### src/rtl/snappy_pkg.sv
// Shared types and constants for the raw Snappy decompressor.
// No dependencies; used by snappy_ctrl, snappy_dp and snappy_raw_decompressor.
package snappy_pkg;

  // History window size; must be a power of two.
  localparam int WINDOW_BYTES = 65536;
  localparam int HIST_AW = $clog2(WINDOW_BYTES);

  localparam logic [2:0] ST_OK      = 3'd0;
  localparam logic [2:0] ST_TRUNC   = 3'd1;
  localparam logic [2:0] ST_BAD_OFF = 3'd2;
  localparam logic [2:0] ST_LEN     = 3'd3;
  localparam logic [2:0] ST_VARINT  = 3'd4;

  typedef enum logic [2:0] {
    PH_LEN     = 3'd0,
    PH_TAG     = 3'd1,
    PH_LITLEN  = 3'd2,
    PH_LITDATA = 3'd3,
    PH_OFF     = 3'd4,
    PH_DROP    = 3'd5
  } phase_t;

  typedef enum logic [1:0] {
    S_IDLE,
    S_RD,
    S_WR
  } ctrl_state_t;

  typedef struct packed {
    logic [7:0] in_byte;
    logic       in_last;
  } in_item_t;

  typedef struct packed {
    logic       has_byte;
    logic [7:0] out_byte;
    logic       run_last;
    logic       stream_done;
    logic [2:0] status;
  } out_item_t;

  typedef struct packed {
    logic accept;
    logic rd;
    logic wr;
  } dp_cmd_t;

  typedef struct packed {
    logic copy_go;
    logic copy_end;
    logic out_free;
  } dp_stat_t;

endpackage

### src/rtl/snappy_ctrl.sv
// Controller for the Snappy decompressor: request acceptance and copy sequencing.
// Depends on snappy_pkg.
module snappy_ctrl (
  input  logic                  clk,
  input  logic                  rst_n,
  input  logic                  in_valid,
  output logic                  in_ready,
  input  snappy_pkg::dp_stat_t  stat,
  output snappy_pkg::dp_cmd_t   cmd
);

  snappy_pkg::ctrl_state_t state_r, state_nxt;

  always_ff @(posedge clk) begin
    if (!rst_n) begin
      state_r <= snappy_pkg::S_IDLE;
    end else begin
      state_r <= state_nxt;
    end
  end

  always_comb begin
    state_nxt  = state_r;
    cmd        = '0;
    in_ready   = 1'b0;
    case (state_r)
      snappy_pkg::S_IDLE: begin
        in_ready   = stat.out_free;
        cmd.accept = in_valid && stat.out_free;
        if (cmd.accept && stat.copy_go) begin
          state_nxt = snappy_pkg::S_RD;
        end
      end
      snappy_pkg::S_RD: begin
        cmd.rd    = 1'b1;
        state_nxt = snappy_pkg::S_WR;
      end
      snappy_pkg::S_WR: begin
        if (stat.out_free) begin
          cmd.wr    = 1'b1;
          state_nxt = stat.copy_end ? snappy_pkg::S_IDLE : snappy_pkg::S_RD;
        end
      end
      default: begin
        state_nxt = snappy_pkg::S_IDLE;
      end
    endcase
  end

endmodule

### config.mk
export PLATFORM = sky130hd
export DESIGN_NAME = snappy_ctrl
export DESIGN_NICKNAME = d
export VERILOG_FILES = /design/src/rtl/snappy_pkg.sv /design/src/rtl/snappy_ctrl.sv
export SDC_FILE = /design/constraint.sdc
export NUM_CORES = 1
export LEC_CHECK = 0
export ABC_AREA = 1
export BUFFER_PORTS_ARGS = -buffer_cell sky130_fd_sc_hd__buf_2
export CORE_AREA = 2 2 39 41
export DETAILED_ROUTE_END_ITERATION = 6
export DIE_AREA = 0 0 41 43
export GPL_TIMING_DRIVEN = 0
export PLACE_DENSITY_LB_ADDON = 0.2
export SYNTH_ARGS = -nofsm -noshare
export SYNTH_HDL_FRONTEND = slang
export SYNTH_SLANG_ARGS = --single-unit
### constraint.sdc
create_clock -name clk -period 0.8 [get_ports clk]
set_input_delay 0.12 -clock clk [delete_from_list [all_inputs] [get_ports clk]]
set_output_delay 0.12 -clock clk [all_outputs]
set_load 0.01 [all_outputs]
==> Yosys cells after proc, flatten, opt, wreduce, memory -nomap -nowiden <==
Cells that the tools add are included.
{ "totals": {"ff_bits": 2, "in_bits": 6, "elab_cells": 18} }
{ "op_classes": {"eq_ne": 4, "n_mux": 9, "n_reduce_logical": 4} }
{ "ops": {"columns": ["op", "n"], "rows": [
  ["1-bit 2-to-1 mux", 6],
  ["2-bit case mux with 3 select lines", 1],
  ["2-bit 2-to-1 mux", 2],
  ["2-bit inequality test (second input constant)", 2],
  ["2-bit by 1-bit equality test with 1-bit output (second input constant)", 1],
  ["2-bit equality test (second input constant)", 1],
  ["1-bit logical AND", 2],
  ["2-bit zero test", 1],
  ["2-bit AND reduction", 1]
]} }

==> Longest topological paths before layout <==
{ "logic_depth": {"depth_word": 4, "ltp_mapped": 5, "mapped_depth_nobuf": 5} }

==> Least setup slack after synthesis <==
OpenSTA, ideal clock, no wires.
{ "synth_timing": {"kind": "register -> output", "from": "register state_r[1]", "to": "output port cmd[0] (netlist bit)", "t_arrival_ns": 0.690, "required_ns": 0.680, "setup_slack_ns": -0.010, "stages_incl_launch_ff": 3, "path_buffers": 0, "cell_sequence": "dfxtp_1 inv_1 nor3_1"} }
{ "synth_lines": {"columns": ["element", "line_no", "text"], "rows": [
  ["from (decl)", "snappy_ctrl.sv:12", "snappy_pkg::ctrl_state_t state_r, state_nxt;"],
  ["from (signal assigned)", "snappy_ctrl.sv:16", "state_r <= snappy_pkg::S_IDLE;"],
  ["from (signal assigned)", "snappy_ctrl.sv:18", "state_r <= state_nxt;"],
  ["to (decl)", "snappy_ctrl.sv:9", "output snappy_pkg::dp_cmd_t cmd"]
]} }

==> impl_metrics.py <==
metrics = {
    "status": {
        "outcome": "finished with violations",
        "violations": "negative setup slack",
    },
    "timing": {
        "min_period_ns": 1.04,
        "skew_ns": 0.00180,
        "fmax_ghz": 0.958,
        "rsz0062_at_grt": "true",
        "postLayoutSetupSlackWorst_ns": -0.244,
        "final_hold_viol_count": 0,
        "tns_ns": -1.04,
        "worst_pin_slew_ns": 0.106,
        "hold_ws_ns": 0.158,
        "timing.final.crit_share_pct": 131,
        "max-slew-margin-rel_pct": 92.9,
        "setup_viol": 6,
        "final_max_slew_viol_count": 0,
    },
    "final_layout": {
        "final_util_pct": 22.3,
        "diodes": 0,
        "largest_reg_flops": 2,
        "largest-register": "state_r",
        "reg_top3": "state_r (2)",
        "layout-drive-gt1-share_pct": 68.3,
        "nets": 49,
        "layoutNonFillerInstCount": 57,
        "final_area_sq_um": 309,
        "area_growth_pct": 121,
    },
    "detailed_routing": {
        "first_pass_iters": 2,
        "drc": 0,
        "viasPerCell": 3.26,
        "wl_per_cell_um": 6.19,
        "drt.antenna.violating_nets": 0,
        "totalWireLength_um": 353,
        "via_count": 186,
        "drt_iter0_drc": 2,
    },
    "flow_run": {
        "drv_cap": 0,
    },
    "global_route": {
        "antenna_found_initial": 0,
        "grtUsageTotal_pct": 5.41,
        "grt_pass1_vias": 183,
        "gr-total-overflow": 0,
        "grt_pass1_wl_um": 579,
        "grt_max_degree": 5,
    },
    "logic_synthesis": {
        "yosys_register_bits": 2,
        "synth_cell_types": 10,
        "ys_warn_count": 0,
        "netlist_area_sq_um": 140,
        "syn_inst": 25,
        "synth_area_per_cell_sq_um": 5.61,
        "syn-num-nets": 31,
        "yosysSeqAreaShare_pct": 28.6,
    },
    "clock_tree": {
        "numClockSinks": 2,
        "htreeDepth": 1,
        "ctsRootBufferMaster": "clkbuf_4",
        "clk_pin_slew_worst_paths_ns": 0.03,
        "clock_path_buffers": 2,
        "tritoncts": "built",
        "clk_latency_ns": 0.22,
        "cts_buffers": 3,
    },
    "power_and_ir_drop": {
        "peakVddDrop_mv": 0.314,
        "finalPower_mw": 0.538,
        "leakage_nw": 0.171,
        "p_per_area_nw_per_um2": 1740,
    },
    "setup_path": {
        "critPathMaxStageDelay_ns": 0.35,
        "critPathBufInv": 2,
        "setup.worst_path.start_class": "register",
        "required_ns": 0.68,
        "crit_type": "register to primary output",
        "cp_cell_sequence": "nor2_4, inv_2, nor2_1, buf_2",
        "critPathSlowestCell": "dfxtp_4",
        "crit_fanout": 3,
        "setup.worst_path.end_class": "primary output",
        "critical-path-top-delay-family": "flip-flops",
        "arrival_ns": 0.92,
    },
    "floorplan": {
        "io_pins": 10,
        "chipWidth_um": 41,
        "core_area_sq_um": 1380,
        "die-height_um": 43,
        "dieArea_sq_um": 1760,
        "start_util_pct": 10.1,
        "rows": 14,
    },
    "placement": {
        "pre_cts_ws_ns": -0.119,
        "numPortBuffers": 9,
        "place_congestion": 0.566,
        "dpl-instance-area_sq_um": 210,
        "detailed_place_hpwl_um": 275,
        "dp.cells": 50,
    },
    "hold_path": {
        "hp-class": "input pin to register",
    },
}
[logic make-up after synthesis]
| family | Yosys count | share of synthesized area [%] |
|---|---|---|
| compound gates | 1 | 5.36 |
| buf+inv | 8 | 24.1 |
| flops | 2 | 28.6 |
| simple gates | 14 | 42.0 |
[cell usage in the layout (no fill, tap or decap)]
master / instances
nor2_4: 1
buf_6: 4
inv_4: 1
nand2_1: 5
clkbuf_4: 3
nor2_2: 1
buf_2: 8
inv_1: 3
buf_4: 2
nand3_1: 2
dfxtp_4: 2
nor3_2: 1
inv_2: 3
nor2_1: 3
nand2_4: 1
a21boi_2: 1
[worst register-to-register path, cell delays in order (launching register included)]
cell,delay (ns)
dfxtp_4,0.35
inv_4,0.06
nand2_4,0.05
buf_6,0.11
buf_6,0.10
a21boi_2,0.11
[Yosys cell counts, drive strengths merged]
| cell | instances | area, sq um |
|---|---|---|
| nand2 | 6 | 22.5 |
| a21boi | 1 | 7.51 |
| nor2 | 5 | 21.3 |
| nand3 | 2 | 10.0 |
| nor3 | 1 | 5.00 |
| inv | 7 | 26.3 |
| dfxtp | 2 | 40.0 |
| buf | 1 | 7.51 |
[power breakdown]
part	internal [mW]	switching [mW]
Combinational	0.109	0.0773
Clock	0.165	0.0539
Sequential	0.112	0.0204
[final cells by class]
type,instances,area (sq um)
tap,16,20.0
inverter,7,28.8
sequential,2,47.5
fill,180,1070
buffer,1,11.3
clock buffer,3,22.5
multi-input combinational,15,90.1
timing repair buffer,13,88.8
[worst paths after layout]
kind / from / to / slack [ns] / cells past startpoint
hold / removal: rst_n / state_r[1]$_SDFFE_PN0P_ / 0.16 / 2
setup / recovery: state_r[1]$_SDFFE_PN0P_ / cmd[2] / -0.24 / 4
setup reg to reg: state_r[1]$_SDFFE_PN0P_ / state_r[1]$_SDFFE_PN0P_ / -0.06 / 5
hold reg to reg: state_r[0]$_SDFFE_PN0P_ / state_r[1]$_SDFFE_PN0P_ / 0.61 / 3
[metal layers]
metal	part of all wire, %	GRT usage (%)	routed length, um
met2	63	8.13	224
met3	6.2	1.57	22
met1	30	4.15	106
met5	0	0	0
met4	0	8.00	0
[repair_timing]
action	4_1_cts	5_1_grt
pin swaps	2	2
setup buffers	5	1
resized for setup	13	5
endpoints found under the setup margin	4	6
hold buffers	0	0
Power figures use the tool's default switching activity.
